===== src/hw/rtl/bwe_pkg.sv =====
// ----------------------------------------------------------------------------
// Bandwidth estimator package
// Widths, window size, request codes and the structs passed between modules.
// ----------------------------------------------------------------------------
`timescale 1ns / 1ps
`default_nettype none

package bwe_pkg;

  localparam int MEAN_W    = 48;
  localparam int CNT_W     = 32;
  localparam int WINDOW    = 8;
  localparam int WIN_W     = $clog2(WINDOW);
  localparam int SUM_W     = MEAN_W + WIN_W;
  localparam int DVS_W     = CNT_W + 1;
  localparam int DIV_CNT_W = $clog2(SUM_W);

  localparam logic MODE_PUT      = 1'b0;
  localparam logic MODE_UNDERRUN = 1'b1;

  typedef struct packed {
    logic             start;
    logic [SUM_W-1:0] dividend;
    logic [DVS_W-1:0] divisor;
  } div_ctrl_t;

  typedef struct packed {
    logic             busy;
    logic             done;
    logic [SUM_W-1:0] quotient;
  } div_stat_t;

  typedef struct packed {
    logic              en;
    logic              fill;
    logic [WIN_W-1:0]  addr;
    logic [MEAN_W-1:0] data;
  } win_wr_t;

endpackage

`default_nettype wire


===== src/hw/rtl/bwe_in_if.sv =====
// ----------------------------------------------------------------------------
// Bandwidth estimator input channel
// Valid/ready channel carrying one put or underrun request.
// ----------------------------------------------------------------------------
`timescale 1ns / 1ps
`default_nettype none

interface bwe_in_if import bwe_pkg::*; ();
  logic              valid;
  logic              ready;
  logic              mode;
  logic [MEAN_W-1:0] bw_sample;

  modport source (output valid, output mode, output bw_sample, input ready);
  modport sink   (input valid, input mode, input bw_sample, output ready);
endinterface

`default_nettype wire


===== src/hw/rtl/bwe_out_if.sv =====
// ----------------------------------------------------------------------------
// Bandwidth estimator result channel
// Valid/ready channel carrying the estimates after each request.
// ----------------------------------------------------------------------------
`timescale 1ns / 1ps
`default_nettype none

interface bwe_out_if import bwe_pkg::*; ();
  logic              valid;
  logic              ready;
  logic [MEAN_W-1:0] overall_bw;
  logic [MEAN_W-1:0] window_avg;
  logic [CNT_W-1:0]  sample_count;

  modport source (output valid, output overall_bw, output window_avg,
                  output sample_count, input ready);
  modport sink   (input valid, input overall_bw, input window_avg,
                  input sample_count, output ready);
endinterface

`default_nettype wire


===== src/hw/rtl/bwe_div.sv =====
// ----------------------------------------------------------------------------
// Bandwidth estimator serial divider
// Restoring divider, one quotient bit per cycle, SUM_W steps per division.
// ----------------------------------------------------------------------------
`timescale 1ns / 1ps
`default_nettype none

module bwe_div import bwe_pkg::*; (
  input  logic      clk,
  input  logic      rst,
  input  div_ctrl_t ctrl,
  output div_stat_t stat
);

  logic                 busy;
  logic                 done;
  logic [DIV_CNT_W-1:0] cnt;
  logic [SUM_W-1:0]     quo;
  logic [DVS_W-1:0]     rem;
  logic [DVS_W-1:0]     dvs;
  logic [DVS_W:0]       rem_sh;
  logic [DVS_W:0]       rem_sub;
  logic                 ge;

  assign rem_sh  = {rem, quo[SUM_W-1]};
  assign rem_sub = rem_sh - {1'b0, dvs};
  // partial remainder stays below twice the divisor, so the sign bit decides
  assign ge      = ~rem_sub[DVS_W];

  always_ff @(posedge clk) begin
    if (rst) begin
      busy <= 1'b0;
      done <= 1'b0;
      cnt  <= '0;
    end else begin
      done <= 1'b0;
      if (ctrl.start) begin
        busy <= 1'b1;
        cnt  <= DIV_CNT_W'(SUM_W - 1);
      end else if (busy) begin
        cnt <= cnt - 1'b1;
        if (cnt == '0) begin
          busy <= 1'b0;
          done <= 1'b1;
        end
      end
    end
  end

  always_ff @(posedge clk) begin
    if (ctrl.start) begin
      quo <= ctrl.dividend;
      rem <= '0;
      dvs <= ctrl.divisor;
    end else if (busy) begin
      quo <= {quo[SUM_W-2:0], ge};
      rem <= ge ? rem_sub[DVS_W-1:0] : rem_sh[DVS_W-1:0];
    end
  end

  assign stat.busy     = busy;
  assign stat.done     = done;
  assign stat.quotient = quo;

endmodule

`default_nettype wire


===== src/hw/rtl/bwe_win.sv =====
// ----------------------------------------------------------------------------
// Bandwidth estimator window store
// WINDOW sample slots, ring or fill-all write, one indexed read port.
// ----------------------------------------------------------------------------
`timescale 1ns / 1ps
`default_nettype none

module bwe_win import bwe_pkg::*; (
  input  logic              clk,
  input  logic              rst,
  input  win_wr_t           wr,
  input  logic [WIN_W-1:0]  rd_addr,
  output logic [MEAN_W-1:0] rd_data,
  output logic              slot0_zero
);

  logic [MEAN_W-1:0] slots [WINDOW];

  always_ff @(posedge clk) begin
    if (rst) begin
      for (int i = 0; i < WINDOW; i++) begin
        slots[i] <= '0;
      end
    end else if (wr.en) begin
      for (int i = 0; i < WINDOW; i++) begin
        if (wr.fill || (wr.addr == WIN_W'(i))) begin
          slots[i] <= wr.data;
        end
      end
    end
  end

  assign rd_data    = slots[rd_addr];
  assign slot0_zero = (slots[0] == '0);

endmodule

`default_nettype wire


===== src/hw/rtl/bandwidth_estimator_top.sv =====
// A put request goes through the mean-step division, the window sum and the output register.
// An underrun request skips the division and goes through the window sum and the output register.
// One request at a time: the next is taken only after the current result enters the output register.
// A result stall holds the block until the output register is free.
// A finished result waits in the output register while the next request is taken.
// Synchronous active-high reset clears mean, count, ring position and window store.
// ----------------------------------------------------------------------------
// Bandwidth estimator top level
// Overall running mean and moving window average, sequenced over one divider.
// ----------------------------------------------------------------------------
`timescale 1ns / 1ps
`default_nettype none

module bandwidth_estimator_top import bwe_pkg::*; (
  input  logic       clk,
  input  logic       rst,
  bwe_in_if.sink     sample,
  bwe_out_if.source  result
);

  typedef enum logic [3:0] {
    ST_IDLE = 4'b0001,
    ST_DIVM = 4'b0010,
    ST_SUM  = 4'b0100,
    ST_OUT  = 4'b1000
  } state_t;

  state_t            state;
  logic              mode_q;
  logic              dir_q;
  logic [MEAN_W-1:0] bw_q;
  logic [MEAN_W-1:0] mean;
  logic [CNT_W-1:0]  count;
  logic [WIN_W-1:0]  ring_pos;
  logic [WIN_W-1:0]  idx;
  logic [SUM_W-1:0]  sum;
  logic [MEAN_W-1:0] avg;
  logic              out_valid;
  logic [MEAN_W-1:0] out_mean;
  logic [MEAN_W-1:0] out_avg;
  logic [CNT_W-1:0]  out_cnt;

  logic              accept;
  logic              up;
  logic [MEAN_W-1:0] diff;
  logic [SUM_W-1:0]  sum_next;
  logic [MEAN_W-1:0] avg_next;
  logic              sum_last;
  logic [WIN_W-1:0]  ring_next;
  logic              out_load;
  logic [MEAN_W-1:0] rd_data;
  logic              slot0_zero;
  div_ctrl_t         div_ctrl;
  div_stat_t         div_stat;
  win_wr_t           win_wr;

  assign accept    = sample.valid && sample.ready;
  assign up        = (sample.bw_sample >= mean);
  assign diff      = up ? (sample.bw_sample - mean) : (mean - sample.bw_sample);
  assign sum_next  = sum + SUM_W'(rd_data);
  assign avg_next  = MEAN_W'(sum_next / SUM_W'(WINDOW));
  assign sum_last  = (idx == WIN_W'(WINDOW - 1));
  assign ring_next = (ring_pos == WIN_W'(WINDOW - 1)) ? '0 : ring_pos + 1'b1;
  assign out_load  = (state == ST_OUT) && (!out_valid || result.ready);

  always_comb begin
    div_ctrl.start    = 1'b0;
    div_ctrl.dividend = SUM_W'(diff);
    div_ctrl.divisor  = DVS_W'(count) + DVS_W'(1);
    case (state)
      ST_IDLE: begin
        div_ctrl.start = accept && (sample.mode == MODE_PUT);
      end
      default: begin
        div_ctrl.start = 1'b0;
      end
    endcase
  end

  assign win_wr.en   = (state == ST_DIVM) && div_stat.done;
  assign win_wr.fill = slot0_zero;
  assign win_wr.addr = ring_next;
  assign win_wr.data = bw_q;

  bwe_div u_div (
    .clk  (clk),
    .rst  (rst),
    .ctrl (div_ctrl),
    .stat (div_stat)
  );

  bwe_win u_win (
    .clk        (clk),
    .rst        (rst),
    .wr         (win_wr),
    .rd_addr    (idx),
    .rd_data    (rd_data),
    .slot0_zero (slot0_zero)
  );

  always_ff @(posedge clk) begin
    if (rst) begin
      state     <= ST_IDLE;
      mean      <= '0;
      count     <= '0;
      ring_pos  <= '0;
      idx       <= '0;
      out_valid <= 1'b0;
    end else begin
      if (out_load) begin
        out_valid <= 1'b1;
      end else if (result.ready) begin
        out_valid <= 1'b0;
      end
      case (state)
        ST_IDLE: begin
          idx <= '0;
          if (accept) begin
            state <= (sample.mode == MODE_PUT) ? ST_DIVM : ST_SUM;
          end
        end
        ST_DIVM: begin
          if (div_stat.done) begin
            mean <= dir_q ? (mean + div_stat.quotient[MEAN_W-1:0])
                          : (mean - div_stat.quotient[MEAN_W-1:0]);
            if (count != '1) begin
              count <= count + 1'b1;
            end
            if (!slot0_zero) begin
              ring_pos <= ring_next;
            end
            idx   <= '0;
            state <= ST_SUM;
          end
        end
        ST_SUM: begin
          idx <= idx + 1'b1;
          if (sum_last) begin
            if (mode_q == MODE_UNDERRUN) begin
              mean  <= avg_next;
              count <= CNT_W'(WINDOW);
            end
            state <= ST_OUT;
          end
        end
        ST_OUT: begin
          if (out_load) begin
            state <= ST_IDLE;
          end
        end
        default: begin
          state <= ST_IDLE;
        end
      endcase
    end
  end

  always_ff @(posedge clk) begin
    if (accept) begin
      mode_q <= sample.mode;
      bw_q   <= sample.bw_sample;
      dir_q  <= up;
    end
    if ((state == ST_IDLE) || (state == ST_DIVM)) begin
      sum <= '0;
    end else if (state == ST_SUM) begin
      sum <= sum_next;
    end
    if ((state == ST_SUM) && sum_last) begin
      avg <= avg_next;
    end
    if (out_load) begin
      out_mean <= mean;
      out_avg  <= avg;
      out_cnt  <= count;
    end
  end

  assign sample.ready        = (state == ST_IDLE);
  assign result.valid        = out_valid;
  assign result.overall_bw   = out_mean;
  assign result.window_avg   = out_avg;
  assign result.sample_count = out_cnt;

endmodule

`default_nettype wire


===== src/flat_wrapper.sv =====
// flat-port wrapper written by rule: the top's interface ports become plain ports
module bandwidth_estimator_top_flat import bwe_pkg::*;
  (clk, rst, sample_valid, sample_mode, sample_bw_sample, sample_ready, result_valid, result_overall_bw, result_window_avg, result_sample_count, result_ready);
  bwe_in_if sample_i ();
  bwe_out_if result_i ();
  input  logic clk;
  input  logic rst;
  input wire logic [$bits(sample_i.valid)-1:0] sample_valid;
  input wire logic [$bits(sample_i.mode)-1:0] sample_mode;
  input wire logic [$bits(sample_i.bw_sample)-1:0] sample_bw_sample;
  output wire logic [$bits(sample_i.ready)-1:0] sample_ready;
  output wire logic [$bits(result_i.valid)-1:0] result_valid;
  output wire logic [$bits(result_i.overall_bw)-1:0] result_overall_bw;
  output wire logic [$bits(result_i.window_avg)-1:0] result_window_avg;
  output wire logic [$bits(result_i.sample_count)-1:0] result_sample_count;
  input wire logic [$bits(result_i.ready)-1:0] result_ready;
  assign sample_i.valid = sample_valid;
  assign sample_i.mode = sample_mode;
  assign sample_i.bw_sample = sample_bw_sample;
  assign sample_ready = sample_i.ready;
  assign result_valid = result_i.valid;
  assign result_overall_bw = result_i.overall_bw;
  assign result_window_avg = result_i.window_avg;
  assign result_sample_count = result_i.sample_count;
  assign result_i.ready = result_ready;
  bandwidth_estimator_top u_core (.clk(clk), .rst(rst), .sample(sample_i), .result(result_i));
endmodule

===== config.mk =====
export PLATFORM = sky130hd
export DESIGN_NAME = bandwidth_estimator_top_flat
export DESIGN_NICKNAME = d
export VERILOG_FILES = /design/src/hw/rtl/bwe_pkg.sv /design/src/hw/rtl/bwe_in_if.sv /design/src/hw/rtl/bwe_out_if.sv /design/src/hw/rtl/bwe_div.sv /design/src/hw/rtl/bwe_win.sv /design/src/hw/rtl/bandwidth_estimator_top.sv /design/src/flat_wrapper.sv
export SDC_FILE = /design/constraint.sdc
export NUM_CORES = 2
export LEC_CHECK = 0
export BUFFER_PORTS_ARGS = -buffer_cell sky130_fd_sc_hd__buf_2
export CORE_ASPECT_RATIO = 0.8
export CORE_MARGIN = 2
export CORE_UTILIZATION = 60
export CTS_BUF_LIST = sky130_fd_sc_hd__clkbuf_16
export CTS_CLUSTER_DIAMETER = 200
export DETAILED_ROUTE_END_ITERATION = 10
export PLACE_DENSITY = 0.75
export SETUP_SLACK_MARGIN = 0.15
export SYNTH_ARGS = -nofsm -noshare
export SYNTH_HDL_FRONTEND = slang
export SYNTH_SLANG_ARGS = --single-unit

===== constraint.sdc =====
create_clock -name clk -period 19.85 [get_ports clk]
set_input_delay 0 -clock clk [delete_from_list [all_inputs] [get_ports clk]]
set_output_delay 0 -clock clk [all_outputs]
set_load 0.005 [all_outputs]

### Word-level counts from Yosys, hierarchy flattened

Memory sizes are Yosys's and may differ from the RTL's. A register that Yosys moved wholly into a read port is not among the register bits.
Cells that the tools add are included.

* flip-flop bits (word level): 493
* bits in writable memories: 384
* bits of input ports: 53
* output and inout port bits: 130
* word-level logic and storage cells: 173
* memories: 1

* add/subtract/negate cells: 11
* magnitude comparators: 1
* equality and inequality tests: 20
* multiplexer cells: 76
* bitwise operators: 12
* reductions and logical operators: 30

Memory list
* u_core.u_win.slots: depth 8, width 48, read ports 2, clocked after memory_dff 1, write ports 8, line bwe_win.sv:17 `logic [MEAN_W-1:0] slots [WINDOW];`

Operator list (count)
* $mux W48: 15
* $sub A48 B48 Y48: 3
* $mux W32: 4
* $pmux W48 S2: 1
* $pmux W32 S2: 1
* $add A51 B48 Y51: 1
* $add A48 B48 Y48: 1
* $ge A48 B48 Y1: 1
* $logic_not A48 Y1: 1
* $mux W1: 41
* $sub A34 B33 Y34: 1
* $add A32 B1 Y33 const B: 1
* $mux W33: 1
* $add A32 B1 Y32 const B: 1
* $ne A32 B32 Y1 const B: 1
* $eq A3 B3 Y1 const B: 6
* $mux W4: 4
* $pmux W4 S4: 1
* $mux W3: 5
* $mux W6: 2
* $logic_or A1 B1 Y1: 10
* $pmux W3 S3: 1
* $or A1 B1 Y1: 8
* $reduce_and A4 Y1: 2
* other kinds (22): 37

### Depth between registers and ports, before layout

* depth in word-level cells: 9
* mapped depth: 24
* gate-level depth less buffers: 22

### Cells and area by module

From an unflattened synthesis, not the netlist that was laid out.

* cells, all modules: 4422
* area total of the unflattened synthesis: 48400.2 sq um

By module, submodules not included
* bandwidth_estimator_top: times used 1, cells each 2794, area each 24868.9 sq um, seq. area each 9629.2 sq um
* bwe_win: times used 1, cells each 1014, area each 16643.5 sq um, seq. area each 11531.1 sq um
* bwe_div: times used 1, cells each 614, area each 6887.9 sq um, seq. area each 3343.2 sq um

### Worst setup path after synthesis

OpenSTA, ideal clock, no wires.

* path kind: flip-flop to flip-flop
* start point: reg u_core.state[0]
* end point: reg u_core.out_mean[0], in the netlist u_core.result.overall_bw[0] (enable)
* setup time: 0.630 ns
* arrival time: 6.655 ns
* data required time: 19.220 ns
* setup slack: 12.564 ns
* cell stages (with the launch flop): 3
* buffers on the path: 0
* period minus slack after synthesis: 7.286 ns
* cells stage by stage: dfxtp_1 -> or4b_2 -> nor2b_1

* cells in the longest elaborated chain, start to end: 2

RTL lines
* start, declared: line bandwidth_estimator_top.sv:28 `state_t state;`
* start signal, assigned: line bandwidth_estimator_top.sv:119 `state <= (sample.mode == MODE_PUT) ? ST_DIVM : ST_SUM;`
* $eq A4 B4 Y1: line bandwidth_estimator_top.sv:64 `assign out_load = (state == ST_OUT) && (!out_valid || result.ready);`
* $logic_and A1 B1 Y1: line bandwidth_estimator_top.sv:64
* named net u_core.out_load: line bandwidth_estimator_top.sv:50 `logic out_load;`
* end signal, assigned: line bandwidth_estimator_top.sv:173 `out_mean <= mean;`
* end, declared: line bandwidth_estimator_top.sv:39 `logic [MEAN_W-1:0] out_mean;`

The timed path passes the listed nets, and every way through them passes these cells.
A chain may end at the register's enable or synchronous reset.

==> impl_metrics.tcl <==
set metrics [dict create \
    worst_ep_arrival_ps 6340 \
    detail_route.drc_violations 0 \
    crit_top_cell "sky130_fd_sc_hd__a211oi_1" \
    timing.slew.headroom_pct 19.76 \
    hpwlAfterDp_um 99810 \
    post-route-min-period_ps 5796 \
    maximum_number_of_pins_on_one_net_before_global_route_repair 97 \
    groute.layer.met1.usage_pct 49.62 \
    timing.rr.end "u_core.mean[41]" \
    mostFrequentLayoutCell "sky130_fd_sc_hd__edfxtp_1" \
    numPortBuffers 182 \
    synthesis.instances 4589 \
    critPathKind "flip-flop to flip-flop" \
    grtUsageTotal_pct 33.74 \
    instance_count_on_the_critical_path 15 \
    synth_warnings 0 \
    number_of_drc_markers_after_the_initial_detailed_route_iteration 4088 \
    critPathMaxStageDelay_ps 710 \
    count_of_pins_on_the_block_boundary 183 \
    cap_viol_max_count 0 \
    grt_pass1_wl_um 212700 \
    std_cell_rows 93 \
    final_net_count 5012 \
    synth_top_area_share_pct 42.70 \
    worst_hold_path_type "input port to flip-flop" \
    synth_seq_cells 880 \
    synth-compound-area-share_pct 14.47 \
    reg2reg_setup_slack_ps 14050 \
    multi_input_comb_area_um2 22180 \
    finalWeightedCongestion 0.9511 \
    final.period_utilization_pct 29.20 \
    clockBufferDepth 3 \
    regArea_um2 24540 \
    synthDistinctLibCells 103 \
    vias 37320 \
    hold_viol 0 \
    finalWirelength_um 142200 \
    grt_remaining_overflow 0 \
    ctsRootBufferMaster "sky130_fd_sc_hd__clkbuf_16" \
    yosys.area_share.simple_pct 13.34 \
    ys_dominant_reg_cell "sky130_fd_sc_hd__edfxtp_1" \
    post_syn_area_per_cell_um2 10.59 \
    final.setup.worst_slack_ps 14050 \
    final_layout_size_suffix_gt1_share_pct 12.18 \
    synth.cell_area_um2 48590 \
    rsz0062_at_grt "no" \
    count_of_flip_flops_with_a_built_in_enable_after_synthesis 691 \
    synth-adder-area-share_pct 6.437 \
    via_count_of_the_first_global_routing_pass 34770 \
    dr.pass1.iters 6 \
    synth_area_leaders "sky130_fd_sc_hd__edfxtp_1, sky130_fd_sc_hd__dfxtp_1, sky130_fd_sc_hd__ha_1, sky130_fd_sc_hd__mux4_2, sky130_fd_sc_hd__nor2_1" \
    placeableCoreArea_um2 80410 \
    post_cts_resize_count 0 \
    final_core_util_pct 66.89 \
    grt.busiest_layer "met2" \
    wl_per_cell_um 24.17 \
    detail-route-antenna-nets 0 \
    vias_per_cell 6.344 \
    cts_num_sinks 880 \
    flow.area_growth_from_synthesis_pct 10.67 \
    cts_tree "done" \
    commonest_cells_after_routing_fill_and_taps_aside "sky130_fd_sc_hd__edfxtp_1, sky130_fd_sc_hd__nor2_1, sky130_fd_sc_hd__a21oi_1, sky130_fd_sc_hd__nand2_1, sky130_fd_sc_hd__inv_1" \
    syn-num-nets 4889 \
    ir_drop_mv 0.1634 \
    reg2regPathDepth 15 \
    cp_cell_instances "buf_4 -> mux4_2 -> mux2_2 -> ha_1 -> fa_1 -> a211oi_1 -> o21ai_0 -> a41oi_1 -> o21ai_1 -> a211oi_1 -> nor3_2 -> a31oi_2 -> o211ai_1 -> xnor2_1 -> a2111oi_1" \
    worst_skew_pair.late_latency_ps 680 \
    max_clock_freq_mhz 172.5 \
    p_leak_nw 21.00 \
    synthXorXnorAreaFrac_pct 4.310 \
    clk_transition_reported_paths_ps 70 \
    tritoncts.num_buffers 88 \
    initial_core_util_pct 60.44 \
    dominant_combinational_cell_family_by_area_after_synthesis "compound AO/OA/AOI/OAI gates" \
    synth_mux_area_share_pct 6.808 \
    critPathMaxFanout 35 \
    met2_usage_pct 49.96 \
    antenna_violations_before_repair 4 \
    hold-worst-slack_ps 67.25 \
    synth_top_area_cell "sky130_fd_sc_hd__edfxtp_1" \
    critical_path_buf_inv_count 1 \
    floorplan.die.height_um 258.5 \
    holdCritStartpoint "sample_bw_sample[21]" \
    critical_path.startpoint_type "flip-flop" \
    skew_ps 31.14 \
    filler_cell_count 6164 \
    h-tree-depth 3 \
    design.die.area_um2 83300 \
    gr-usage-met3_pct 4.861 \
    die_width_um 322.2 \
    power.total_mw 4.801 \
    powerDensity_nw_per_um2 89.27 \
    totalNegativeSetupSlack_ps 0 \
    crit_end "u_core.mean[41]" \
    timing.critical_path.to_type "flip-flop" \
    status "finished clean" \
    synth-seq-area-share_pct 50.49 \
    dp_slack_ps 14150 \
    cp_delay_by_family_top "compound AO/OA/AOI/OAI gates" \
    final_max_slew_viol_count 0 \
    cp.required_ps 20390 \
    tightestPinTransition_ps 1193 \
    critical_path.slowest_cell "sky130_fd_sc_hd__dfxtp_4" \
    async_flop_share_pct 0 \
    setup_violations 0 \
]
-- Yosys cell counts, types with 44 or more instances --
cell type                  instances
sky130_fd_sc_hd__xnor2_1         133
sky130_fd_sc_hd__o21ai_0         223
sky130_fd_sc_hd__edfxtp_1        691
sky130_fd_sc_hd__a21oi_1         388
sky130_fd_sc_hd__nand4_1          60
sky130_fd_sc_hd__mux4_2           96
sky130_fd_sc_hd__inv_1           256
sky130_fd_sc_hd__xor2_1          103
sky130_fd_sc_hd__nor2_1          569
sky130_fd_sc_hd__nand2b_1         78
sky130_fd_sc_hd__a21o_1          115
sky130_fd_sc_hd__nor3_1           59
sky130_fd_sc_hd__a31oi_1          44
sky130_fd_sc_hd__ha_1            242
sky130_fd_sc_hd__clkbuf_1        173
sky130_fd_sc_hd__nand2_1         341
sky130_fd_sc_hd__o21bai_1         49
sky130_fd_sc_hd__dfxtp_1         189
sky130_fd_sc_hd__nand3_1          93
sky130_fd_sc_hd__mux2_2           51
sky130_fd_sc_hd__mux2i_1          56
-- cells by family after synthesis --
family,after synthesis
simple gates,1406
compound gates,1110
fa+ha+maj,247
xor+xnor,237
flops,880
buf+inv,505
mux,204
-- layout make-up --
| class | count | area share [%] |
|---|---|---|
| clock inverter | 75 | 1.259 |
| inverter | 258 | 1.801 |
| multi-input combinational | 3204 | 41.25 |
| timing repair buffer | 280 | 3.313 |
| clock buffer | 90 | 4.188 |
| antenna | 3 | 0.01396 |
| sequential | 880 | 45.64 |
| tap | 1092 | 2.541 |
-- layer usage --
layer,vias up,share of wire [%]
met5,-,0.019
met4,4,4.8
met3,285,9.4
met2,1988,44
met1,18040,42
li1,17000,-
-- metrics by stage --
step | cells | cell area (um2)
final | 5882 | 53780
after global routing | 5880 | 53780
after CTS | 5879 | 53770
after detailed placement | 5661 | 50310
after global placement | 5661 | 50310
after floorplan | 4589 | 48590
-- state kept, by name (all words and copies together), names as in the netlist, 3 cells and up, named ones only --
name                        count
u_core.result.overall_bw       48
u_core.u_win.slots            384
u_core.u_div.rem               33
u_core.u_div.cnt                6
u_core.u_div.quo               51
u_core.count                   32
u_core.u_div.dvs               33
u_core.state                    4
u_core.bw_q                    48
u_core.result.window_avg       48
u_core.avg                     48
u_core.result.sample_count     32
u_core.idx                      3
u_core.ring_pos                 3
u_core.mean                    48
u_core.sum                     51
-- worst min path at each step --
| stage | cells after the start | end |
|---|---|---|
| finish | 2 | u_core.bw_q[21] |
| global route | 2 | u_core.bw_q[21] |
| CTS | 2 | u_core.bw_q[25] |
| detailed placement | 1 | u_core.bw_q[38] |
| global placement | 1 | u_core.mode_q |
| floorplan | 0 | u_core.bw_q[0] |
-- what timing repair did --
action / in CTS / in global routing
setup endpoints to repair: 0 / 0
setup buffers: 0 / 0
hold buffers: 53 / 0
hold endpoints to repair: 78 / 0
-- power breakdown --
part / internal (mW) / switching, mW / leakage [nW]
Combinational: 0.366 / 0.563 / 11.2
Sequential: 2.10 / 0.0774 / 8.31
Clock: 0.941 / 0.756 / 1.47
No activity file was read; power rests on OpenSTA's default activity.
